`src/rtl/msm_ram.sv`:
```
module msm_ram #(
    parameter int WIDTH = 16,
    parameter int DEPTH = 256,
    localparam int AW = (DEPTH > 1) ? $clog2(DEPTH) : 1
) (
    input  logic             i_clk,
    input  logic             i_we,
    input  logic [AW-1:0]    i_waddr,
    input  logic [WIDTH-1:0] i_wdata,
    input  logic [AW-1:0]    i_raddr,
    output logic [WIDTH-1:0] o_rdata
);

    logic [WIDTH-1:0] r_mem [DEPTH];
    logic [WIDTH-1:0] r_rdata;

    always_ff @(posedge i_clk) begin
        if (i_we) begin
            r_mem[i_waddr] <= i_wdata;
        end
        r_rdata <= r_mem[i_raddr];
    end

    assign o_rdata = r_rdata;

endmodule

```
`config.mk`:
```
export PLATFORM = sky130hd
export DESIGN_NAME = msm_ram
export DESIGN_NICKNAME = d
export VERILOG_FILES = /design/src/rtl/msm_ram.sv
export SDC_FILE = /design/constraint.sdc
export NUM_CORES = 2
export LEC_CHECK = 0
export BUFFER_PORTS_ARGS = -buffer_cell sky130_fd_sc_hd__buf_2
export CAP_MARGIN = 20
export CORE_MARGIN = 2
export CORE_UTILIZATION = 38
export CTS_BUF_LIST = sky130_fd_sc_hd__clkbuf_8
export CTS_CLUSTER_DIAMETER = 60
export DETAILED_ROUTE_END_ITERATION = 16
export HOLD_SLACK_MARGIN = 0.05
export PLACE_DENSITY = 0.55
export SYNTH_ARGS = -nofsm -noshare
export SYNTH_HDL_FRONTEND = slang
export SYNTH_SLANG_ARGS = --single-unit
```
`constraint.sdc`:
```
create_clock -name i_clk -period 4.6 [get_ports i_clk]
set_input_delay 0.46 -clock i_clk [delete_from_list [all_inputs] [get_ports i_clk]]
set_output_delay 0.46 -clock i_clk [all_outputs]
set_load 0.02 [all_outputs]
```
==> summary.md <==
| Metric | Value |
|---|---|
| Worst setup path endpoint | `o_rdata[8]$_DFF_P_` |
| First-pass GRT wire length | `621 mm` |
| Max frequency | `0.313 GHz` |
| Bufs and invs on worst path | `1` |
| Capture point of the worst reg-to-reg path | `o_rdata[8]$_DFF_P_` |
| TritonCTS buffer count | `661` |
| Multiplexer share of the synthesized area | `0.155` |
| # fillers | `35900` |
| Crit-path leading delay family | `compound AO/OA/AOI/OAI gates` |
| Post-CTS Setup Bufs | `0` |
| Worst path slowest cell | `o32ai_1` |
| GR Util All Layers | `0.205` |
| Clock Latency Late Sink | `1.22 ns` |
| Synth Area per Inst | `21.6 um^2` |
| Min-delay src | `i_raddr[6]` |
| CP Max Fanout | `1` |
| DR iter-0 viols | `9003` |
| Syn nets | `7394` |
| Placer Congestion | `0.836` |
| # rows | `237` |
| Startpoint type of the worst setup path | `flop` |
| Non-Filler Instances | `14300` |
| Hold Path Class | `in -> reg` |
| Crit Path Category | `reg -> reg` |
| CP Capture Type | `flop` |
| Mapped Cells | `7360` |
| Max rail drop VDD | `339 uV` |
| Required time worst endpoint | `5.66 ns` |
| Crit path largest cell delay | `0.80 ns` |
| Clock tree buffer depth | `4` |
| Ys Warns | `0` |
| CTS H-Tree Depth | `6` |
| DRC Markers | `0` |
| Share of layout cells above drive strength 1 | `0.282` |
| Via density | `5.63` |
| Placed Area | `0.169 mm^2` |
| Setup TNS Final | `0 ns` |
| Critical path startpoint | `r_mem[3][8]$_DFFE_PP_` |
| Pwr/cell area | `411 mW/mm^2` |
| Initial Util | `0.381` |
| Max cap viols | `0` |
| Largest net degree at the start of global routing | `166` |
| Synth Area in Simple Gates | `0.0157` |
| Die Ht | `650 um` |
| Post-synthesis register bit count | `4112` |
| Register area | `0.123 mm^2` |
| Area of the core | `0.416 mm^2` |
| Stages on worst setup path | `7` |
| Clk sinks | `4112` |
| Unrepaired setup endpoints after global routing | `false` |
| CTS tree | `yes` |
| Horiz. Die Dim | `650 um` |
| I/O pin count | `50` |
| Antenna violations before repair | `35` |
| Slew headroom | `0.0728` |
| Cell Chain, Critical Path | `mux4_2, mux2_2, a22oi_1, nand2_1, o32ai_1, buf_4, nor4_1` |
| Worst reg-to-reg setup slack | `1.41 ns` |
| Origin of the critical flop-to-flop path | `r_mem[3][8]$_DFFE_PP_` |
| Clock Skew | `0.0836 ns` |
| WP data arrival | `4.25 ns` |
| Final number of setup-violating endpoints | `0` |
| Nets | `8263` |
| WL final | `444 mm` |
| Placed Cells | `13000` |
| Final min period | `3.19 ns` |
| Slew Limit Fails | `0` |
| Wire per inst | `31.1 um` |
| Final Cycle Share | `0.694` |
| Synth Area in Compound Gates | `0.0354` |
| Footprint of the multi-input gates | `0.0331 mm^2` |
| Post-route antenna net violation count | `0` |
| Setup slack after layout | `1.41 ns` |
| DP Wirelength | `267 mm` |
| DRT Pass-1 Iters | `6` |
| Status | `complete, no violations` |
| Gr ovfl total | `0` |
| Slew @ Worst Pin | `1.39 ns` |
| Vias in the first global route | `81200` |
| Layout overhead on the synthesized area | `14.3%` |
| Adder-Cell Fraction of Synth Area | `0` |
| Area share of xor/xnor cells in the synthesized design | `0` |
| Final instance area | `0.181 mm^2` |
| Yosys cell types | `52` |
| Root buf cell | `clkbuf_8` |
| Final hold slack | `0.163 ns` |
| Vias post-DR | `80300` |
| Largest family of logic cells by synthesized area | `multiplexers` |
| Sequential fraction of the synthesis area | `0.777` |
| Post-Syn Area | `0.159 mm^2` |
| Dpl ws | `0.196 ns` |
| LEAKAGE | `0.0582 uW` |
| Port Buffers | `49` |
| Final-report hold violation count | `0` |
| Die area | `0.423 mm^2` |
| Worst-case reg-to-reg path depth | `7` |
| CTS clock-pin slew for the worst setup and hold paths | `0.06 ns` |
## cell usage after synthesis (all sizes together)
cell,count,area (um^2)
or4b,1,10.0
dfxtp,16,320
a31oi,6,37.5
clkbuf,230,863
buf,222,1810
inv,4,15.0
and4,2,17.5
o22ai,148,926
o31ai,16,120
mux4,797,17900
nor3,92,460
nand2b,3,18.8
o221ai,253,2220
a21o,2,15.0
mux2i,565,5660
a211oi,18,135
nand2,38,143
a2111oi,6,52.6
or2,5,31.3
nor2,304,1140
o32ai,21,191
nor2b,9,56.3
or3b,1,8.76
a221oi,28,245
a22oi,43,323
edfxtp,4096,123000
nor4bb,2,20.0
nand3,35,175
and3,11,68.8
a21oi,175,876
and2,2,12.5
nand3b,1,7.51
nor3b,1,7.51
o21ai,38,190
or3,2,12.5
nand4,26,163
nand4b,3,26.3
a22o,32,280
nor4,18,119
mux2,88,991
## per-layer routing
metal,part of all wire,global-route usage,vias to the layer above
li1,-,-,33200
met1,0.41,0.281,43000
met2,0.48,0.332,3434
met3,0.079,0.0417,659
met4,0.030,0.0600,8
met5,0.00011,0,-
## stage by stage
stage | total power, uW | util
detailed placement | 46300 | 0.406
CTS | 75200 | 0.435
floorplan | 44200 | -
finish | 74500 | 0.436
global placement | 46200 | 0.406
global route | 76900 | 0.436
## cells by family (layout without fill, tap and decap cells)
kind of cell           Yosys count  in the layout
flip-flops                    4112           4112
multiplexers                  1450           1450
AO/OA/AOI/OAI                  786            786
AND/OR/NAND/NOR                556            556
buffers and inverters          456           1851
other                            0             17
## registers in the layout (all words and copies together), names as in the netlist
signal and count:
r_mem 4096, o_rdata 16
## worst min-delay path, cell delays in order
cell and delay (ns):
buf_2 0.26, nand3b_1 0.19, nor3_1 0.13, nor4_1 0.23
## final cells by class
cell class | instances | share of cell area
timing repair buffer | 658 | 0.0331
inverter | 4 | 0.000152
antenna | 17 | 0.000234
clock inverter | 517 | 0.0154
multi-input combinational | 2792 | 0.183
sequential | 4112 | 0.680
clock buffer | 672 | 0.0510
tap | 5497 | 0.0379
## placed cells by master (no fill, tap or decap), types with 121 or more instances in the layout
master    netlist  routed
o221ai_1      252     252
nor2_2          0     121
mux2i_1       565     565
edfxtp_1     4096    4096
nor2_1        304     182
mux4_2        797     797
clkinv_1        0     163
buf_4          26     504
inv_1           3     225
o22ai_1       148     148
clkbuf_8        0     673
a21oi_1       175     175
## worst min path at each step
| stage | end | depth (start not counted) | slack, ns |
|---|---|---|---|
| 2_1_floorplan | r_mem[0][0]$_DFFE_PP_ | 0 | 0.56 |
| 3_3_place_gp | r_mem[209][12]$_DFFE_PP_ | 1 | 0.77 |
| 3_5_place_dp | r_mem[209][12]$_DFFE_PP_ | 1 | 0.78 |
| 4_1_cts | o_rdata[12]$_DFF_P_ | 3 | 0.05 |
| 5_1_grt | o_rdata[1]$_DFF_P_ | 4 | 0.10 |
| 6_report | o_rdata[1]$_DFF_P_ | 4 | 0.16 |
## where the power goes
group          switching [uW]  internal (uW)  total [uW]
clock                   14700          14400       29100
combinational            2670           1390        4060
sequential               67.4          41300       41400
## timing repair
item,CTS,global route
gates resized for setup,0,0
hold buffers,27,0
hold endpoints to repair,2097,0
(Power assumes the default switching activity.)
