==> src/rtl/msm_pkg.sv <==
package msm_pkg;

    // sample memory size, kept a power of two so the address wraps by truncation
    localparam int SAMPLE_AW    = 16;
    localparam int SAMPLE_WORDS = 1 << SAMPLE_AW;

    localparam int VOICES = 16;
    localparam int VIDX_W = (VOICES > 1) ? $clog2(VOICES) : 1;

    localparam int SMP_W  = 16;
    localparam int LEN_W  = 17;
    localparam int LOOP_W = 8;

    localparam logic [LOOP_W-1:0] LOOPS_FOREVER = LOOP_W'(255);

    // music plus one sample per voice, signed
    localparam int ACC_W = SMP_W + $clog2(VOICES + 1);

    // start plus position before the wrap to the memory size
    localparam int ADDR_SUM_W = (SAMPLE_AW > LEN_W) ? SAMPLE_AW + 1 : LEN_W + 1;

    localparam int MIX_MIN = -32768;
    localparam int MIX_MAX = 32767;

    typedef logic [2:0] t_cmd;
    localparam t_cmd CMD_TICK  = 3'd0;
    localparam t_cmd CMD_WRITE = 3'd1;
    localparam t_cmd CMD_START = 3'd2;
    localparam t_cmd CMD_STOP  = 3'd3;
    localparam t_cmd CMD_KILL  = 3'd4;

    localparam int S_TDATA_W = 112;
    localparam int M_TDATA_W = 40;

    typedef struct packed {
        logic              active;
        logic [15:0]       start;
        logic [LEN_W-1:0]  length;
        logic [LEN_W-1:0]  position;
        logic              stereo;
        logic [LOOP_W-1:0] loops;
    } t_voice;

    typedef struct packed {
        logic              alloc;
        logic              advance;
        logic              free_one;
        logic              clear_all;
        logic [15:0]       start;
        logic [LEN_W-1:0]  length;
        logic              stereo;
        logic [LOOP_W-1:0] loops;
    } t_vt_ctl;

endpackage

==> src/rtl/msm_voice_table.sv <==
module msm_voice_table (
    input  logic                        i_clk,
    input  logic                        i_rst_n,
    input  logic [msm_pkg::VIDX_W-1:0]  i_idx,
    input  msm_pkg::t_vt_ctl            i_ctl,
    output msm_pkg::t_voice             o_entry
);
    import msm_pkg::*;

    logic [VOICES-1:0] r_active;
    logic [15:0]       r_start    [VOICES];
    logic [LEN_W-1:0]  r_length   [VOICES];
    logic [LEN_W-1:0]  r_position [VOICES];
    logic              r_stereo   [VOICES];
    logic [LOOP_W-1:0] r_loops    [VOICES];

    t_voice           ent;
    logic [LEN_W-1:0] new_pos;
    logic             at_end;

    always_comb begin
        ent.active   = r_active[i_idx];
        ent.start    = r_start[i_idx];
        ent.length   = r_length[i_idx];
        ent.position = r_position[i_idx];
        ent.stereo   = r_stereo[i_idx];
        ent.loops    = r_loops[i_idx];
    end

    // stereo voices step by a frame of two words
    assign new_pos = ent.position + (ent.stereo ? LEN_W'(2) : LEN_W'(1));
    assign at_end  = (new_pos >= ent.length);

    always_ff @(posedge i_clk) begin
        if (!i_rst_n) begin
            r_active <= '0;
        end else begin
            if (i_ctl.clear_all) begin
                r_active <= '0;
            end else if (i_ctl.alloc) begin
                r_active[i_idx] <= 1'b1;
            end else if (i_ctl.free_one) begin
                r_active[i_idx] <= 1'b0;
            end else if (i_ctl.advance && at_end && (ent.loops == '0)) begin
                r_active[i_idx] <= 1'b0;
            end
        end
    end

    always_ff @(posedge i_clk) begin
        if (i_ctl.alloc) begin
            r_start[i_idx]    <= i_ctl.start;
            r_length[i_idx]   <= i_ctl.length;
            r_stereo[i_idx]   <= i_ctl.stereo;
            r_loops[i_idx]    <= i_ctl.loops;
            r_position[i_idx] <= '0;
        end else if (i_ctl.advance) begin
            if (at_end) begin
                r_position[i_idx] <= '0;
                if ((ent.loops != '0) && (ent.loops != LOOPS_FOREVER)) begin
                    r_loops[i_idx] <= ent.loops - LOOP_W'(1);
                end
            end else begin
                r_position[i_idx] <= new_pos;
            end
        end
    end

    assign o_entry = ent;

endmodule

==> config.mk <==
export PLATFORM = sky130hd
export DESIGN_NAME = msm_voice_table
export DESIGN_NICKNAME = d
export VERILOG_FILES = /design/src/rtl/msm_pkg.sv /design/src/rtl/msm_voice_table.sv
export SDC_FILE = /design/constraint.sdc
export NUM_CORES = 1
export LEC_CHECK = 0
export BUFFER_PORTS_ARGS = -buffer_cell sky130_fd_sc_hd__buf_2
export CAP_MARGIN = 30
export CORE_MARGIN = 8
export CORE_UTILIZATION = 35
export CTS_CLUSTER_SIZE = 12
export DETAILED_ROUTE_END_ITERATION = 16
export PLACE_DENSITY_LB_ADDON = 0.25
export SLEW_MARGIN = 20
export SYNTH_ARGS = -nofsm -noshare
export SYNTH_HDL_FRONTEND = slang
export SYNTH_SLANG_ARGS = --single-unit
==> constraint.sdc <==
create_clock -name i_clk -period 8.91 [get_ports i_clk]
set_input_delay 2.2275 -clock i_clk [delete_from_list [all_inputs] [get_ports i_clk]]
set_output_delay 2.2275 -clock i_clk [all_outputs]
set_load 0.02 [all_outputs]
==> metrics, run 1 <==
clk buf depth=3; PwrDens=223 nW/um^2; commonest non-fill, non-tap cell in the layout=edfxtp_1; die area=118000 sq um; peak supply drop=147 uV; R2R depth=17; Mapped Nets=1713; Syn Area/Cell=23.0 sq um; fill count=9395; Final min period=around 7.6 ns; worst reg2reg path startpoint=r_stereo[15]; CP Launch Type=primary input; Rel. slew slack=0.331; layout net count=1915; Total Routing Usage GR=0.153; Max FO, Critical Path=49; post-detail-place hpwl=roughly 50 mm; Total Wirelength=91.0 mm; Post-synth EDFFs=between 900 and 1000; CP max stage cell=nor2_1; share of layout cells above drive strength 1=0.347; clock skew=approximately 0.022 ns; Fin Hold WS=0.536 ns; Mapped Cells=1638; final worst-path cycle share=0.852; CTS sink count=between 900 and 1000; crit path kind=primary input to register; Worst-path clk slew=0.06 ns; Die Y=344 um; Finish-stage setup viols=0; Starting Density=0.352; Cell Area, Synth=37600 sq um; DRT iter0 DRCs=between 1500 and 2000; Async S/R FF share, synth=0; number of remaining DRC errors=0; final hold violations=0; Syn. warnings=0; first-pass GRT wire length=132 mm; vias in the first global route=about 19000; RR Endpoint=r_position[4][0]; Worst EP arrival=7.91 ns; remaining antenna violation count after routing=0; Max Freq=0.132 GHz; IO Pins=roughly 110; Post-CTS Hold Buffers=0; most common flop cell mapped by yosys=edfxtp_1; clock root cell=clkbuf_16; Post-CTS Setup Repair Bufs=0; most frequent cells in the layout=edfxtp_1, mux4_2, buf_2; largest net degree at the start of global routing=68; Netlist cell types=49; CTS resizes=0; Skew-Pair Late Insertion Delay=0.65 ns; initial antenna violation count=11; Slew Limit Fails=0; Max Cap Viol=0; flop-to-flop setup slack=3.13 ns; Inserted Clock Buffers=slightly above 100; Core Region=107000 sq um; # rows=120; First-pass DRT Iterations=5; top cell family by delay on the critical path=simple AND/OR/NAND/NOR gates; sequential area share after synthesis=0.762; TNS Setup=0 ns; CTS H-tree lvls=3; GPL Wtd Cong=between 0.7 and 0.8; WP data required=around 9.2 ns; outcome=finished clean; Area Growth Syn to Fin=15.6%; Synth Register Bits=between 900 and 1000; number of I/O port buffers=111; Min-Delay Path Class=register to register; via/cell ratio=between 5 and 6; max incr delay on CP=0.76 ns; Crit path buffers/inverters=3; Die X=344 um; wire per inst=27.4 um; RSZ-0062 raised after global routing=false; CTS tree=done; slew at the pin with the worst max-slew slack=around 1 ns; Critical Path Sink Type=register; grt total ovfl=0; Hold Path Stages=2; vias=17500; Leakage=13.8 nW; crit path cell chain=buf_8 > mux4_2 > mux4_2 > inv_1 > ha_1 > fa_1 > inv_1 > nor4_2 > nand2_1 > xnor2_1 > ha_1 > a21oi_1 > nor2b_1 > o21ai_0 > a21oi_1 > a211o_1 > or3b_2 > nor2_1
## logic make-up (layout without fill, tap and decap cells)
| group | Yosys count | count (layout) | synth area share |
|---|---|---|---|
| compound gates | 70 | 70 | 0.0117 |
| flops | 960 | 960 | 0.762 |
| fa+ha+maj | 23 | 23 | 0.00785 |
| simple gates | 149 | 149 | 0.0205 |
| mux | 301 | 301 | 0.179 |
| buf+inv | 114 | 393 | 0.0143 |
| other cells | 0 | 2 | 0 |
| xor+xnor | 21 | 21 | 0.00489 |
## state kept, by name (all words and copies together) (netlist names), named ones only
| signal | flops |
|---|---|
| r_stereo | 16 |
| r_loops | 128 |
| r_length | 272 |
| r_position | 272 |
| r_start | 256 |
## worst min-delay path: stages (launching register included)
cell and delay, ns:
dfxtp_1 0.30, o21ai_0 0.14, a21oi_1 0.04
## layer usage
| layer | track usage | vias up | share of wire |
|---|---|---|---|
| li1 | - | 7385 | - |
| met1 | 0.203 | 9434 | 0.42 |
| met2 | 0.256 | 491 | 0.50 |
| met3 | 0.0302 | 146 | 0.055 |
| met4 | 0.0435 | 8 | 0.023 |
| met5 | 0 | - | 0.00057 |
## power breakdown
group	internal [mW]	total, mW	leakage, nW	switching [mW]
Sequential	5.07	5.09	8.73	0.0175
Combinational	0.270	0.723	3.54	0.453
Clock	2.21	3.88	1.49	1.68
Total	7.55	9.69	13.8	2.15
## stage by stage
stage          cell area, sq um  setup WS, ns  instances   util  power, mW
6_report                  43500          1.32       3322  0.407       9.69
5_1_grt                   43500         0.922       3321  0.407       10.0
4_1_cts                   43400          1.24       3315  0.406       9.81
3_5_place_dp              40300         0.559       3135  0.377       5.92
3_3_place_gp              40200         0.650       3128  0.376       5.90
2_1_floorplan             37600         0.563       1638      -       5.62
## worst max path at each step
stage | startpoint | to | slack, ns | cells past startpoint
3_5_place_dp | i_idx[0] | r_position[0][5] | 0.56 | 18
5_1_grt | i_idx[0] | r_loops[6][1] | 0.92 | 18
3_3_place_gp | i_idx[0] | r_position[4][5] | 0.65 | 18
4_1_cts | i_idx[0] | r_position[0][5] | 1.24 | 18
2_1_floorplan | i_idx[0] | r_position[0][10] | 0.56 | 23
6_report | i_idx[0] | r_position[4][0] | 1.32 | 18
## synth_stat cells, drive strengths merged (3+ instances only)
| cell type | number | area, sq um |
|---|---|---|
| a21o | 4 | 30.0 |
| a21oi | 22 | 110 |
| a22oi | 12 | 100 |
| buf | 52 | 304 |
| clkbuf | 37 | 139 |
| dfxtp | 16 | 320 |
| edfxtp | 944 | 28300 |
| ha | 22 | 275 |
| inv | 25 | 93.8 |
| mux2 | 7 | 105 |
| mux4 | 293 | 6600 |
| nand2 | 23 | 91.3 |
| nand2b | 5 | 31.3 |
| nand3 | 4 | 20.0 |
| nand4 | 8 | 50.1 |
| nor2 | 43 | 161 |
| nor2b | 19 | 119 |
| nor3 | 26 | 135 |
| nor4 | 11 | 90.1 |
| o21ai | 23 | 115 |
| or2 | 3 | 18.8 |
| xnor2 | 16 | 140 |
| xor2 | 5 | 43.8 |
## layout make-up
| type | instances | area, sq um | share of cell area |
|---|---|---|---|
| antenna | 2 | 5.00 | 0.000115 |
| clock buffer | 128 | 2680 | 0.0617 |
| clock inverter | 52 | 379 | 0.00872 |
| inverter | 25 | 93.8 | 0.00216 |
| multi-input combinational | 564 | 8650 | 0.199 |
| sequential | 960 | 28700 | 0.659 |
| tap | 1403 | 1760 | 0.0404 |
| timing repair buffer | 188 | 1240 | 0.0286 |
Note: power is estimated with default switching activity, not from simulation.
==> run 2: changes to the inputs <==
- CORE_ASPECT_RATIO: not set -> 0.5
==> metrics, run 2 (synthesis results as in run 1) <==
worst reg2reg path startpoint=r_stereo[11]; fin area=43100 sq um (-0.84%); area of placed instances=40400 sq um (+0.24%); number of remaining DRC errors=0 (unchanged); die area=119000 sq um (+0.54%); largest net degree at the start of global routing=90 (+32%); final worst-path cycle share=0.828 (-0.0245); share of layout cells above drive strength 1=0.344 (-0.00323); internal power=7.34 mW (-2.7%); Rel. slew slack=0.365 (+0.0335); Max Freq=0.136 GHz (+3.0%); Post-CTS Setup Repair Bufs=0 (unchanged); Finish-stage setup viols=0 (unchanged); Post-CTS Hold Buffers=0 (unchanged); outcome=finished clean; Min-Delay Path Class=register to register; commonest non-fill, non-tap cell in the layout=edfxtp_1; First-pass DRT Iterations=5 (unchanged); layout net count=1907 (-0.42%); Core Region=107000 sq um (+0.18%); first-pass GRT wire length=131 mm (-1.0%); Slew Limit Fails=0 (unchanged); max incr delay on CP=0.75 ns (about the same); CTS H-tree lvls=3 (unchanged); IO Pins=112 (unchanged); Worst-path clk slew=0.06 ns (about the same); top cell family by delay on the critical path=simple AND/OR/NAND/NOR gates; Skew-Pair Late Insertion Delay=0.65 ns (about the same); CTS resizes=0 (unchanged); Inserted Clock Buffers=94 (-6.9%); fin util=0.403 (-0.00415); peak supply drop=132 uV (-10%); Area Growth Syn to Fin=14.6%; PwrDens=218 nW/um^2 (-2.1%); Max Cap Viol=0 (unchanged); final hold violations=0 (unchanged); DRT iter0 DRCs=1576 (+4.1%); number of I/O port buffers=111 (unchanged); Critical Path Sink Type=register; crit path kind=primary input to register; Leakage=13.6 nW (-1.5%); R2R depth=16 (-1); WP depth=17 (-1); sw frac=0.220 (-0.00169); Max FO, Critical Path=36 (-27%); vias=17500 (+0.20%); Die X=480 um (+39%); clock root cell=clkbuf_16; CP startpoint=i_idx[0]; clk buf depth=3 (unchanged); CP max stage cell=nor2b_1; Final min period=7.38 ns (-0.218 ns); slew at the pin with the worst max-slew slack=0.951 ns (-0.0505 ns); Sw Pwr=2.07 mW (-3.7%); grt total ovfl=0 (unchanged); RSZ-0062 raised after global routing=false; Flop pwr share=0.541 (+0.016); Comb pwr share=0.077 (+0.002); Hold Path Stages=2 (unchanged); clock skew=0.0173 ns (-0.00500 ns); # rows=85 (-29%); clock network fraction of design power=0.383 (-0.017); Worst EP arrival=7.70 ns (-0.21 ns); post-detail-place hpwl=50.0 mm (-0.88%); vias in the first global route=18300 (-1.3%); CTS sink count=960 (unchanged); wire per inst=27.3 um (-0.38%); CTS tree=done; CP Launch Type=primary input; initial antenna violation count=7 (-4); Die Y=248 um (-28%); remaining antenna violation count after routing=0 (unchanged); via/cell ratio=5.29 (+0.53%); crit path cell chain=buf_8 > mux4_2 > mux4_2 > inv_1 > ha_1 > fa_1 > inv_1 > nor4_2 > nand4_1 > xnor2_1 > ha_1 > nand4_1 > or2_2 > o21ai_0 > a211o_1 > or3b_2 > nor2b_1; most frequent cells in the layout=edfxtp_1, mux4_2, buf_2; Total Wirelength=90.3 mm (-0.71%); Largest regs=r_length (272), r_position (272), r_start (256); Starting Density=0.351 (-0.000637); GPL Wtd Cong=0.744 (-4.5%); WP data required=9.23 ns (about the same); Total Routing Usage GR=0.150 (-0.00267); Fin Hold WS=0.537 ns (+0.00131 ns); Crit path buffers/inverters=3 (unchanged); TNS Setup=0 ns (unchanged)
[run 2: changes by cell type in the layout (fill, tap and decap cells not counted), sizes merged]
cell,delta
bufinv,-2
clkbuf,-9
clkinv,-31
clkinvlp,-1
[run 2: worst paths after layout]
| path | endpoint | slack [ns] |
|---|---|---|
| setup reg to reg | r_position[15][3] | 3.25 |
| hold / removal | register | 0.54 |
| hold reg to reg | register | 0.54 |
| setup / recovery | r_position[15][3] | 1.53 |
[run 2: power groups by stage]
stage / Clock [mW] / Sequential (mW) / Combinational, mW
finish: 3.60 / 5.09 / 0.722
global route: 3.85 / 5.09 / 0.778
CTS: 3.69 / 5.09 / 0.737
detailed placement: 0 / 5.18 / 0.736
global placement: 0 / 5.18 / 0.729
floorplan: 0 / 5.18 / 0.446
[run 2: final cells by class]
type,count,area (sq um)
Clock buffer,120,2530
Inverter,25,93.8
Fill cell,9356,64000
Multi-Input combinational cell,564,8660
Sequential cell,960,28700
Clock inverter,18,125
Tap cell,1435,1800
Antenna cell,2,5.00
Timing Repair Buffer,187,1230
[run 2: metrics by stage]
step	total power, mW	std cells	setup slack (ns)
after floorplan	5.62	1638	0.563
after CTS	9.51	3307	1.44
final	9.41	3311	1.53
after global routing	9.72	3309	1.09
after global placement	5.91	3164	0.868
after detailed placement	5.92	3169	0.779
[run 2: tightest hold or removal path: cells and delay by family, from the launching register on]
| kind | cells | cell delay [ns] |
|---|---|---|
| flip-flops | 1 | 0.31 |
| AO/OA/AOI/OAI | 2 | 0.19 |
[run 2: per-layer routing]
metal	up-vias	track usage	routed length, um
met5	-	0	25
met1	9573	0.208	40100
met4	4	0.0359	1970
met3	140	0.0278	4250
li1	7328	-	-
met2	454	0.248	44000
==> run 3: changes to the inputs <==
- clock period: 8.91 -> 7.6 ns (I/O delays scaled with it)
==> metrics, run 3 (synthesis results as in run 1) <==
number of remaining DRC errors=0 (unchanged); Worst EP arrival=7.05 ns (-0.65 ns); Starting Density=0.351 (unchanged); CTS sink count=960 (unchanged); share of layout cells above drive strength 1=0.365 (+0.0204); Total Wirelength=91.9 mm (+1.7%); Leakage=13.7 nW (+1.4%); number of I/O port buffers=111 (unchanged); Largest regs=r_length (272), r_position (272), r_start (256); First-pass DRT Iterations=4 (-1); Final min period=between 6 and 7 ns; largest net degree at the start of global routing=67 (-26%); CTS tree=done; # rows=85 (unchanged); fill count=9321 (-0.37%); wire per inst=27.4 um (+0.57%); most frequent cells in the layout=edfxtp_1, mux4_2, buf_2; clk buf depth=3 (unchanged); Core Region=107000 sq um (unchanged); IO Pins=112 (unchanged); RSZ-0062 raised after global routing=false; Critical Path Sink Type=register; first-pass GRT wire length=132 mm (+0.99%); WP data required=8.03 ns (-1.20 ns); Max FO, Critical Path=21 (-42%); vias=17500 (+0.21%); post-detail-place hpwl=53.1 mm (+6.0%); Min-Delay Path Class=register to register; Post-CTS Hold Buffers=0 (unchanged); remaining antenna violation count after routing=0 (unchanged); outcome=finished clean; Finish-stage setup viols=0 (unchanged); peak supply drop=168 uV (+27%); Slew Limit Fails=0 (unchanged); Worst-path clk slew=0.06 ns (about the same); TNS Setup=0 ns (unchanged); Total Routing Usage GR=0.153 (+0.00237); clock root cell=clkbuf_16; Post-CTS Setup Repair Bufs=0 (unchanged); Max Freq=approximately 0.15 GHz; Max Cap Viol=0 (unchanged); vias in the first global route=18100 (-1.3%); grt total ovfl=0 (unchanged); clock skew=0.0267 ns (+0.00932 ns); Final Power=11.0 mW (+17%); Die X=480 um (unchanged); final hold violations=0 (unchanged); DRT iter0 DRCs=1428 (-9.4%); CTS H-tree lvls=3 (unchanged); Area Growth Syn to Fin=15.5%; commonest non-fill, non-tap cell in the layout=edfxtp_1; slew at the pin with the worst max-slew slack=0.878 ns (-0.0723 ns); layout net count=1933 (+1.4%); CTS resizes=0 (unchanged); final worst-path cycle share=0.872; PwrDens=254 nW/um^2 (+16%); die area=119000 sq um (unchanged); Inserted Clock Buffers=94 (unchanged); Die Y=248 um (unchanged); Skew-Pair Late Insertion Delay=0.66 ns (about the same); initial antenna violation count=6 (-1); Rel. slew slack=0.413 (+0.0483); via/cell ratio=5.24 (-0.90%); CP Launch Type=primary input; GPL Wtd Cong=0.769 (+3.4%); crit path kind=primary input to register
-- run 3: cell count changes in the layout (fill, tap and decap cells not counted), moves of 11 or more --
| cell | change |
|---|---|
| buf_4 | +27 |
| nor2b_1 | -15 |
| nor2_2 | +13 |
| clkbuf_1 | +13 |
| nor2_4 | -11 |
-- run 3: per-layer routing --
| layer | wire length [um] | track usage | share of wire |
|---|---|---|---|
| met3 | 4930 | 0.0314 | 0.054 |
| met5 | 61 | 0 | 0.00066 |
| met1 | 41600 | 0.216 | 0.45 |
| met4 | 2140 | 0.0401 | 0.023 |
| met2 | 43200 | 0.242 | 0.47 |
-- run 3: metrics by stage --
stage / cell area [sq um] / utilization / std cells / setup slack [ns] / hold slack [ns]
after CTS: 43400 / 0.405 / 3346 / 0.918 / 0.545
after floorplan: 37800 / - / 1638 / -0.156 / 0.499
final: 43400 / 0.405 / 3348 / 0.976 / 0.540
after global routing: 43400 / 0.405 / 3347 / 0.767 / 0.565
after detailed placement: 40700 / 0.380 / 3196 / 0.388 / 0.527
after global placement: 40700 / 0.380 / 3195 / 0.389 / 0.518
-- run 3: final cells by class --
class                   count  area (sq um)  area share
clock buffers             131          2530      0.0583
multi-input cells         564          8730       0.201
repair buffers            213          1450      0.0334
diodes                      1          2.50   0.0000576
clock inverters            19           150     0.00346
inverters                  25          93.8     0.00216
flip-flops and latches    960         28700       0.660
well taps                1435          1800      0.0413
-- run 3: path summary, 6_finish.rpt --
kind	end	cells past startpoint	start	slack, ns
setup / recovery	r_position[15][8]	19	i_idx[0]	0.98
hold / removal	register	2	register	0.54
hold reg to reg	register	2	register	0.54
setup reg to reg	r_position[15][8]	18	r_stereo[11]	2.19
-- run 3: critical path, stage by stage --
cell and delay [ns]:
buf_8 0.23, mux4_2 0.54, mux4_2 0.57, inv_1 0.09, ha_1 0.18, fa_1 0.20
inv_1 0.10, nor4_2 0.49, nand2_1 0.13, xnor2_1 0.41, ha_1 0.33, a21oi_1 0.14
nor2b_1 0.06, o21ai_0 0.14, a21oi_1 0.09, a211o_1 0.35, or3b_2 0.54, buf_12 0.19
nor2b_4 0.32
-- run 3: where the power goes --
group          switching, mW  internal, mW  total (mW)
sequential            0.0199          5.94        5.96
combinational          0.536         0.329       0.865
clock                   1.90          2.31        4.21
